==> config.mk <==
export PLATFORM = sky130hd
export DESIGN_NAME = three_stacks_shared_ring_buffer_core
export DESIGN_NICKNAME = d
export VERILOG_FILES = /design/src/sv/tssrb_pkg.sv /design/src/sv/tssrb_ram.sv /design/src/sv/tssrb_ring_unit.sv /design/src/sv/tssrb_seq.sv /design/src/sv/three_stacks_shared_ring_buffer_core.sv
export SDC_FILE = /design/constraint.sdc
export NUM_CORES = 2
export LEC_CHECK = 0
export BUFFER_PORTS_ARGS = -buffer_cell sky130_fd_sc_hd__buf_2
export CAP_MARGIN = 10
export CORE_MARGIN = 8
export CORE_UTILIZATION = 45
export DETAILED_ROUTE_END_ITERATION = 7
export HOLD_SLACK_MARGIN = 0.06
export PLACE_DENSITY_LB_ADDON = 0.12
export REMOVE_ABC_BUFFERS = 1
export SLEW_MARGIN = 20
export SYNTH_ARGS = -nofsm -noshare
export SYNTH_HDL_FRONTEND = slang
export SYNTH_HIERARCHICAL = 1
export SYNTH_SLANG_ARGS = --single-unit
==> constraint.sdc <==
create_clock -name clk_i -period 6.4 [get_ports clk_i]
set_clock_uncertainty 0.1 [all_clocks]
set_input_delay 0.64 -clock clk_i [delete_from_list [all_inputs] [get_ports clk_i]]
set_output_delay 0.64 -clock clk_i [all_outputs]
set_load 0.02 [all_outputs]
==> src/sv/tssrb_pkg.sv <==
// shared types, codes and helpers for the three-stack ring buffer
package tssrb_pkg;

  // fixed field widths
  localparam int unsigned NUM_STACKS     = 3;
  localparam int unsigned OP_W           = 2;
  localparam int unsigned SID_W          = 2;
  localparam int unsigned IO_W           = 32;
  localparam int unsigned STATUS_W       = 2;
  localparam int unsigned WORD_MAX_W     = 64;

  // parameter defaults
  localparam int unsigned SLOTS_EACH_DEF = 16;
  localparam int unsigned DATA_WIDTH_DEF = 32;

  // operation codes
  typedef enum logic [OP_W-1:0] {
    OP_PUSH = 2'd0,
    OP_POP  = 2'd1,
    OP_PEEK = 2'd2
  } op_e;

  // result status codes
  typedef enum logic [STATUS_W-1:0] {
    ST_OK    = 2'd0,
    ST_EMPTY = 2'd1,
    ST_FULL  = 2'd2
  } status_e;

  // direction of one ring pointer step
  typedef enum logic {
    RING_INC = 1'b0,
    RING_DEC = 1'b1
  } ring_dir_e;

  // one finished result handed from the sequencer to the output register
  typedef struct packed {
    logic [IO_W-1:0] read_value;
    status_e         status;
  } res_t;

  // next stack around the ring
  function automatic logic [SID_W-1:0] next_stack(input logic [SID_W-1:0] s);
    return (s == SID_W'(NUM_STACKS - 1)) ? '0 : s + SID_W'(1);
  endfunction

endpackage

==> src/sv/tssrb_ram.sv <==
// generic single-write, single-read ram with registered read data
module tssrb_ram #(
  parameter int unsigned WIDTH = 32,
  parameter int unsigned DEPTH = 48
) (
  input  logic                     clk_i,
  input  logic                     we_i,
  input  logic [$clog2(DEPTH)-1:0] waddr_i,
  input  logic [WIDTH-1:0]         wdata_i,
  input  logic [$clog2(DEPTH)-1:0] raddr_i,
  output logic [WIDTH-1:0]         rdata_o
);

  logic [WIDTH-1:0] mem_q [DEPTH];
  logic [WIDTH-1:0] rdata_q;

  // write port and registered read port
  always_ff @(posedge clk_i) begin
    if (we_i) begin
      mem_q[waddr_i] <= wdata_i;
    end
    rdata_q <= mem_q[raddr_i];
  end

  assign rdata_o = rdata_q;

endmodule

==> src/sv/tssrb_ring_unit.sv <==
// shared ring pointer unit: one step up or down modulo the store depth
module tssrb_ring_unit #(
  parameter int unsigned DEPTH = 48
) (
  input  logic [$clog2(DEPTH)-1:0] a_i,
  input  tssrb_pkg::ring_dir_e     dir_i,
  output logic [$clog2(DEPTH)-1:0] y_o
);
  import tssrb_pkg::*;

  localparam int unsigned AW = $clog2(DEPTH);

  // wrap at the ends of the ring
  always_comb begin
    if (dir_i == RING_INC) begin
      y_o = (a_i == AW'(DEPTH - 1)) ? '0 : a_i + AW'(1);
    end else begin
      y_o = (a_i == '0) ? AW'(DEPTH - 1) : a_i - AW'(1);
    end
  end

endmodule

==> src/sv/tssrb_seq.sv <==
// sequencer: stack bookkeeping, borrow shifts and memory access steps
module tssrb_seq #(
  parameter int unsigned SLOTS_EACH = 16,
  parameter int unsigned DATA_WIDTH = 32,
  localparam int unsigned DEPTH     = 3 * SLOTS_EACH,
  localparam int unsigned AW        = $clog2(DEPTH)
) (
  input  logic                          clk_i,
  input  logic                          rst_ni,
  // item intake
  input  logic                          in_valid_i,
  output logic                          in_ready_o,
  input  logic [tssrb_pkg::OP_W-1:0]    op_i,
  input  logic [tssrb_pkg::SID_W-1:0]   stack_id_i,
  input  logic [tssrb_pkg::IO_W-1:0]    push_value_i,
  // result handoff
  output logic                          res_valid_o,
  input  logic                          res_ready_i,
  output tssrb_pkg::res_t               res_o,
  // word store
  output logic                          mem_we_o,
  output logic [AW-1:0]                 mem_waddr_o,
  output logic [DATA_WIDTH-1:0]         mem_wdata_o,
  output logic [AW-1:0]                 mem_raddr_o,
  input  logic [DATA_WIDTH-1:0]         mem_rdata_i
);
  import tssrb_pkg::*;

  localparam int unsigned CW = $clog2(DEPTH + 1);
  localparam int unsigned UW = CW + 2;

  typedef enum logic [3:0] {
    S_IDLE,
    S_DECIDE,
    S_RD_WAIT,
    S_SH_INIT,
    S_SH_RD,
    S_SH_WR,
    S_SH_BOT,
    S_SH_TOP,
    S_PUSH,
    S_FINISH
  } state_e;

  state_e               state_q, state_d;
  logic [OP_W-1:0]      op_q, op_d;
  logic [SID_W-1:0]     sid_q, sid_d;
  logic [IO_W-1:0]      val_q, val_d;
  logic [AW-1:0]        bot_q [NUM_STACKS];
  logic [AW-1:0]        bot_d [NUM_STACKS];
  logic [AW-1:0]        top_q [NUM_STACKS];
  logic [AW-1:0]        top_d [NUM_STACKS];
  logic [CW-1:0]        cap_q [NUM_STACKS];
  logic [CW-1:0]        cap_d [NUM_STACKS];
  logic [CW-1:0]        cnt_q [NUM_STACKS];
  logic [CW-1:0]        cnt_d [NUM_STACKS];
  logic [SID_W-1:0]     g_q, g_d;
  logic                 second_q, second_d;
  logic [AW-1:0]        ptr_q, ptr_d;
  logic [AW-1:0]        prev_q, prev_d;
  logic [CW-1:0]        k_q, k_d;
  logic [IO_W-1:0]      rd_q, rd_d;
  status_e              status_q, status_d;

  logic [AW-1:0]        ring_a;
  ring_dir_e            ring_dir;
  logic [AW-1:0]        ring_y;

  // the one ring step unit, shared by all steps of the sequencer
  tssrb_ring_unit #(
    .DEPTH (DEPTH)
  ) u_ring (
    .a_i   (ring_a),
    .dir_i (ring_dir),
    .y_o   (ring_y)
  );

  // push value fitted to the word width, read word fitted to the port
  logic [WORD_MAX_W-1:0] val_wide;
  logic [WORD_MAX_W-1:0] rdata_wide;

  always_comb begin
    val_wide                   = '0;
    val_wide[IO_W-1:0]         = val_q;
    rdata_wide                 = '0;
    rdata_wide[DATA_WIDTH-1:0] = mem_rdata_i;
  end

  // next-state and datapath control
  always_comb begin
    logic [SID_W-1:0] s;
    logic [SID_W-1:0] nx;
    logic [SID_W-1:0] nn;
    logic [UW-1:0]    used;

    s    = sid_q;
    nx   = next_stack(s);
    nn   = next_stack(nx);
    used = UW'(cnt_q[0]) + UW'(cnt_q[1]) + UW'(cnt_q[2]);

    state_d  = state_q;
    op_d     = op_q;
    sid_d    = sid_q;
    val_d    = val_q;
    bot_d    = bot_q;
    top_d    = top_q;
    cap_d    = cap_q;
    cnt_d    = cnt_q;
    g_d      = g_q;
    second_d = second_q;
    ptr_d    = ptr_q;
    prev_d   = prev_q;
    k_d      = k_q;
    rd_d     = rd_q;
    status_d = status_q;

    ring_a      = ptr_q;
    ring_dir    = RING_DEC;
    mem_we_o    = 1'b0;
    mem_waddr_o = ptr_q;
    mem_wdata_o = mem_rdata_i;
    mem_raddr_o = ring_y;

    unique case (state_q)
      S_IDLE: begin
        if (in_valid_i) begin
          op_d     = op_i;
          sid_d    = stack_id_i;
          val_d    = push_value_i;
          rd_d     = '0;
          status_d = ST_OK;
          state_d  = S_DECIDE;
        end
      end

      S_DECIDE: begin
        ring_a   = top_q[s];
        ring_dir = RING_DEC;
        if (s == SID_W'(NUM_STACKS)) begin
          // stack id out of range: no effect
          state_d = S_FINISH;
        end else begin
          case (op_q)
            OP_PUSH: begin
              if (cnt_q[s] < cap_q[s]) begin
                state_d = S_PUSH;
              end else if (used >= UW'(DEPTH)) begin
                status_d = ST_FULL;
                state_d  = S_FINISH;
              end else begin
                // borrow a slot from the next stack, or from the one after it
                cap_d[s] = cap_q[s] + CW'(1);
                if (cnt_q[nx] < cap_q[nx]) begin
                  g_d       = nx;
                  second_d  = 1'b0;
                  cap_d[nx] = cap_q[nx] - CW'(1);
                end else begin
                  g_d       = nn;
                  second_d  = 1'b1;
                  cap_d[nn] = cap_q[nn] - CW'(1);
                end
                state_d = S_SH_INIT;
              end
            end
            OP_POP, OP_PEEK: begin
              if (cnt_q[s] == '0) begin
                status_d = ST_EMPTY;
                state_d  = S_FINISH;
              end else begin
                // read the word below the top
                prev_d  = ring_y;
                state_d = S_RD_WAIT;
              end
            end
            default: begin
              state_d = S_FINISH;
            end
          endcase
        end
      end

      S_RD_WAIT: begin
        rd_d = rdata_wide[IO_W-1:0];
        if (op_q == OP_POP) begin
          top_d[s] = prev_q;
          cnt_d[s] = cnt_q[s] - CW'(1);
        end
        state_d = S_FINISH;
      end

      S_SH_INIT: begin
        ptr_d   = top_q[g_q];
        k_d     = cnt_q[g_q];
        state_d = (cnt_q[g_q] == '0) ? S_SH_BOT : S_SH_RD;
      end

      S_SH_RD: begin
        // fetch the word one place below the write pointer
        ring_a   = ptr_q;
        ring_dir = RING_DEC;
        prev_d   = ring_y;
        state_d  = S_SH_WR;
      end

      S_SH_WR: begin
        mem_we_o    = 1'b1;
        mem_waddr_o = ptr_q;
        mem_wdata_o = mem_rdata_i;
        ptr_d       = prev_q;
        k_d         = k_q - CW'(1);
        state_d     = (k_q == CW'(1)) ? S_SH_BOT : S_SH_RD;
      end

      S_SH_BOT: begin
        ring_a       = bot_q[g_q];
        ring_dir     = RING_INC;
        bot_d[g_q]   = ring_y;
        state_d      = S_SH_TOP;
      end

      S_SH_TOP: begin
        ring_a     = top_q[g_q];
        ring_dir   = RING_INC;
        top_d[g_q] = ring_y;
        if (second_q) begin
          g_d      = nx;
          second_d = 1'b0;
          state_d  = S_SH_INIT;
        end else begin
          state_d = S_PUSH;
        end
      end

      S_PUSH: begin
        ring_a      = top_q[s];
        ring_dir    = RING_INC;
        mem_we_o    = 1'b1;
        mem_waddr_o = top_q[s];
        mem_wdata_o = val_wide[DATA_WIDTH-1:0];
        top_d[s]    = ring_y;
        cnt_d[s]    = cnt_q[s] + CW'(1);
        state_d     = S_FINISH;
      end

      S_FINISH: begin
        if (res_ready_i) begin
          state_d = S_IDLE;
        end
      end

      default: begin
        state_d = S_IDLE;
      end
    endcase
  end

  // state, stack bookkeeping, item payload and registered outputs
  always_ff @(posedge clk_i or negedge rst_ni) begin
    if (!rst_ni) begin
      state_q  <= S_IDLE;
      second_q <= 1'b0;
      for (int i = 0; i < NUM_STACKS; i++) begin
        bot_q[i] <= AW'(i * SLOTS_EACH);
        top_q[i] <= AW'(i * SLOTS_EACH);
        cap_q[i] <= CW'(SLOTS_EACH);
        cnt_q[i] <= '0;
      end
      op_q     <= '0;
      sid_q    <= '0;
      val_q    <= '0;
      g_q      <= '0;
      ptr_q    <= '0;
      prev_q   <= '0;
      k_q      <= '0;
      rd_q     <= '0;
      status_q <= ST_OK;
    end else begin
      state_q  <= state_d;
      second_q <= second_d;
      bot_q    <= bot_d;
      top_q    <= top_d;
      cap_q    <= cap_d;
      cnt_q    <= cnt_d;
      op_q     <= op_d;
      sid_q    <= sid_d;
      val_q    <= val_d;
      g_q      <= g_d;
      ptr_q    <= ptr_d;
      prev_q   <= prev_d;
      k_q      <= k_d;
      rd_q     <= rd_d;
      status_q <= status_d;
    end
  end

  assign in_ready_o       = (state_q == S_IDLE);
  assign res_valid_o      = (state_q == S_FINISH);
  assign res_o.read_value = rd_q;
  assign res_o.status     = status_q;

endmodule

==> src/sv/three_stacks_shared_ring_buffer_core.sv <==
// top level: three stacks in one circular word store, stream ports
//
// Three stacks share one ring of 3*SLOTS_EACH words of DATA_WIDTH bits, each
// starting with an equal region. Every input item is a push, pop or peek on
// one stack and gives exactly one result item (read word and status). A push
// onto a stack at capacity borrows a slot from the next stack around the
// ring, or from the one after it, shifting the lender and any stack between
// up by one place. Items are handled one at a time by a sequencer around a
// single ring pointer unit and a one-read, one-write word memory. Pop and
// peek step through decide, read wait and finish, a plain push through
// decide, push and finish. A borrowing push first moves each stack it shifts
// word by word, a read and then a write per word, then steps its bottom and
// top pointers. An output register holds the finished result, so the block
// takes the next item while the result waits; with that register still full
// the sequencer holds its result and stalls.
module three_stacks_shared_ring_buffer_core #(
  parameter int unsigned SLOTS_EACH = tssrb_pkg::SLOTS_EACH_DEF,
  parameter int unsigned DATA_WIDTH = tssrb_pkg::DATA_WIDTH_DEF
) (
  input  logic                  clk_i,
  input  logic                  rst_ni,
  // input items
  input  logic                  s_axis_tvalid_i,
  output logic                  s_axis_tready_o,
  input  logic [31:0]           s_axis_tdata_i,   // [31:0] push_value
  input  logic [3:0]            s_axis_tuser_i,   // [1:0] op, [3:2] stack_id
  // result items
  output logic                  m_axis_tvalid_o,
  input  logic                  m_axis_tready_i,
  output logic [31:0]           m_axis_tdata_o,   // [31:0] read_value
  output logic [1:0]            m_axis_tuser_o    // [1:0] status
);
  import tssrb_pkg::*;

  localparam int unsigned DEPTH = 3 * SLOTS_EACH;
  localparam int unsigned AW    = $clog2(DEPTH);

  logic                  res_valid;
  logic                  res_ready;
  res_t                  res;
  logic                  mem_we;
  logic [AW-1:0]         mem_waddr;
  logic [DATA_WIDTH-1:0] mem_wdata;
  logic [AW-1:0]         mem_raddr;
  logic [DATA_WIDTH-1:0] mem_rdata;
  logic                  out_valid_q;
  res_t                  out_q;

  // stack sequencer
  tssrb_seq #(
    .SLOTS_EACH (SLOTS_EACH),
    .DATA_WIDTH (DATA_WIDTH)
  ) u_seq (
    .clk_i        (clk_i),
    .rst_ni       (rst_ni),
    .in_valid_i   (s_axis_tvalid_i),
    .in_ready_o   (s_axis_tready_o),
    .op_i         (s_axis_tuser_i[1:0]),
    .stack_id_i   (s_axis_tuser_i[3:2]),
    .push_value_i (s_axis_tdata_i),
    .res_valid_o  (res_valid),
    .res_ready_i  (res_ready),
    .res_o        (res),
    .mem_we_o     (mem_we),
    .mem_waddr_o  (mem_waddr),
    .mem_wdata_o  (mem_wdata),
    .mem_raddr_o  (mem_raddr),
    .mem_rdata_i  (mem_rdata)
  );

  // shared word store
  tssrb_ram #(
    .WIDTH (DATA_WIDTH),
    .DEPTH (DEPTH)
  ) u_store (
    .clk_i   (clk_i),
    .we_i    (mem_we),
    .waddr_i (mem_waddr),
    .wdata_i (mem_wdata),
    .raddr_i (mem_raddr),
    .rdata_o (mem_rdata)
  );

  // output register between sequencer and result stream
  assign res_ready = !out_valid_q || m_axis_tready_i;

  always_ff @(posedge clk_i or negedge rst_ni) begin
    if (!rst_ni) begin
      out_valid_q <= 1'b0;
    end else if (res_ready) begin
      out_valid_q <= res_valid;
    end
  end

  always_ff @(posedge clk_i) begin
    if (res_ready && res_valid) begin
      out_q <= res;
    end
  end

  assign m_axis_tvalid_o = out_valid_q;
  assign m_axis_tdata_o  = out_q.read_value;
  assign m_axis_tuser_o  = out_q.status;

endmodule

==> impl_metrics.csv <==
group,metric,value,unit
cells_and_area,syn_to_final_growth,13.9,%
cells_and_area,drive_above_1_share,0.192,
cells_and_area,fillers,12700,
timing,slew_violations,0,
run_status,outcome,"finished clean",
timing,worst_pin_slew,1040,ps
grt,grtUsageTotal,0.223,
critical_path,r2r_cells,19,
floorplanning,die-area,0.173,mm2
timing,setup_viol,0,
detailed_routing,wirelength,197000,um
synthesis,syn_inst,4157,
synthesis,syn_area_per_cell,17.3,um2
synthesis,yosys_register_bits,1770,
critical_path,worstReg2RegEnd,"u_store/rdata_o[5]",
critical_path,critPathLaunchType,"register",
critical_path,r2r_slack,750,ps
detailed_routing,vias,39400,
timing,hold_viol,0,
floorplanning,dieHeight,416,um
grt,grt_overflow,0,
detailed_routing,postRouteAntennaNets,0,
critical_path,worst_r2r_startpoint,"u_seq/g_q[0]",
timing,fmax,177,MHz
grt,antenna_found_initial,2,
clock_tree,clock_latency,810,ps
floorplanning,boundaryPins,76,
synthesis,syn-cell-area,0.0720,mm2
clock_tree,clk_path_buf_depth,3,
timing,holdWs,218,ps
clock_tree,htree_levels,4,
clock_tree,cts.repair.resized,0,
critical_path,crit_path_end_kind,"register",
synthesis,ys_types,91,
timing,rsz0062_at_grt,"false",
detailed_routing,routed_via_density,5.95,
synthesis,yosys_warnings,6,
critical_path,arrival,6260,ps
grt,grt_pass1_vias,39400,
synthesis,yosysSeqAreaShare,0.722,
place,place_congestion,0.837,
detailed_routing,drt_iter0_markers,4244,
synthesis,synth_edf_count,1570,
floorplanning,dieWidth,416,um
job,max_cap_viol_count,0,
cells_and_area,nNetsFinal,4466,
floorplanning,rows,146,
floorplanning,initial_core_util,0.454,
min_path,min_path_type,"input pin to async pin",
critical_path,crit_fanout,37,
timing,maxSlewHeadroom,0.304,
clock_tree,cts_tree,"done",
place,io_buffers,75,
clock_tree,clkTransAtPathRegs,60,ps
detailed_routing,drc,0,
clock_tree,cts_inserted_buffers,182,
critical_path,crit_required,7000,ps
timing,period_minus_slack,5650,ps
synthesis,synth-async-reset-ratio,0.0949,
synthesis,synth_flop_cell,"edfxtp_1",
grt,grt_max_degree,136,
place,dpl.hpwl,115000,um
detailed_routing,drt_first_pass_iters,5,
critical_path,critPathKind,"register to register",
clock_tree,cts_root_buf,"clkbuf_16",
grt,grt_pass1_wl,285000,um
detailed_routing,wl_per_cell,29.8,um
clock_tree,clkSinkCount,1770,
floorplanning,coreArea,0.159,mm2
timing,fin_crit_sh,0.883,
-- how the worst max path moves through the flow --
stage,start,end,slack (ps),cells after the start
5_1_grt,u_seq/g_q[0],u_store/rdata_o[31],370,19
2_1_floorplan,u_seq/sid_q[1],u_store/rdata_o[0],-51820,14
3_5_place_dp,u_seq/g_q[0],u_store/rdata_o[31],790,19
4_1_cts,u_seq/g_q[0],u_store/rdata_o[5],750,19
6_report,u_seq/g_q[0],u_store/rdata_o[5],750,19
3_3_place_gp,u_seq/state_q[2],u_store/rdata_o[24],700,17
-- metrics by stage --
step	setup WS [ps]	cell area, um2	cells	TNS, ps	util
after floorplan	-51820	70600	3907	-2048480	-
after global placement	705	75800	6239	0	0.478
after detailed placement	790	75900	6240	0	0.478
after CTS	751	82000	6615	0	0.517
after global routing	366	82000	6615	0	0.517
final	746	82000	6616	0	0.517
-- state kept, by name (all words and copies together) (netlist names), 18 cells and up --
register,cells
m_axis_tdata_o,32
u_seq/bot_q,18
u_seq/cap_q,18
u_seq/cnt_q,18
u_seq/rd_q,32
u_seq/top_q,18
u_seq/val_q,32
u_store/mem_q,1536
u_store/rdata_o,32
-- final cells by class --
class                   instances  area, um2  area share
diodes                          1       2.50   0.0000305
clock buffers                 258       5010      0.0612
clock inverters                78        693     0.00846
inverters                      37        139     0.00169
multi-input cells            2100      18900       0.231
flip-flops and latches       1770      52000       0.634
well taps                    2072       2590      0.0316
repair buffers                300       2610      0.0318
-- cell usage after synthesis (36+ instances only) --
master	count	area, um2
edfxtp_1	1570	47100
a21oi_1	102	510
clkbuf_1	106	398
mux4_2	160	3600
nand3_1	62	310
inv_1	36	135
buf_2	44	220
o22ai_1	43	269
a22oi_1	149	1120
mux2i_1	563	5640
nand2_1	319	1200
buf_6	41	462
dfrtp_1	161	4030
a221oi_1	72	631
o21ai_0	73	365
mux2_2	69	777
nor2_1	112	420
a22o_1	78	683
-- repair_timing --
action | 4_1_cts | 5_1_grt
setup buffers | 0 | 0
hold buffers | 39 | 0
setup endpoints to repair | 0 | 0
endpoints found under the hold margin | 71 | 0
-- cells by family (layout without fill, tap and decap cells) --
family,after synthesis,in the layout,synth area share
xor gates and xnor gates,29,29,0.00353
buffers and inverters,287,673,0.0215
other,0,1,0
DFF,1770,1770,0.722
AOI/OAI and AO/OA,641,641,0.0684
adders and majority gates,35,35,0.00681
muxes,802,802,0.141
and+or+nand+nor,593,593,0.0361
-- critical path, cell delays in order (launching register included) --
cell and delay (ps):
dfrtp_1 700, buf_4 400, mux2i_1 230, nor2_1 50, a21oi_1 180, nor2_1 60, a221oi_1 260, a21oi_1 220
ha_1 250, nand3_1 120, nor3b_2 100, nor2_1 200, a2bb2oi_4 550, buf_12 380, buf_4 390, mux2i_1 160
a22o_1 240, a221oi_1 350, o22ai_1 210, o41ai_2 360
-- layer usage --
layer / part of all wire / vias up / GRT usage
met5: 0 / - / 0
met4: 0.019 / 0 / 0.0514
met3: 0.058 / 244 / 0.0335
met2: 0.48 / 1238 / 0.366
met1: 0.44 / 20800 / 0.317
li1: - / 17100 / -
-- cells in the final DEF, fill, tap and decap left out, types with 16 or more instances in the layout --
cell type,count
clkbuf_16,184
dfxtp_1,32
buf_4,151
nor3_1,16
mux2_2,69
a21oi_1,102
dfrtp_1,159
a221oi_1,72
mux2i_1,563
o41ai_2,32
edfxtp_1,1570
o22ai_1,43
clkinv_2,20
a22oi_1,149
a22o_1,78
nand2_1,315
inv_1,36
o21ai_0,73
buf_12,35
nand3_1,61
nor2_4,47
clkbuf_1,61
nor2_1,65
clkinv_1,35
mux4_2,160
dlygate4sd3_1,39
buf_2,74
ha_1,28
Power is left out: the tool's default activity adds up to more than one toggle a clock period on the data nets, which glitch-free logic cannot reach.
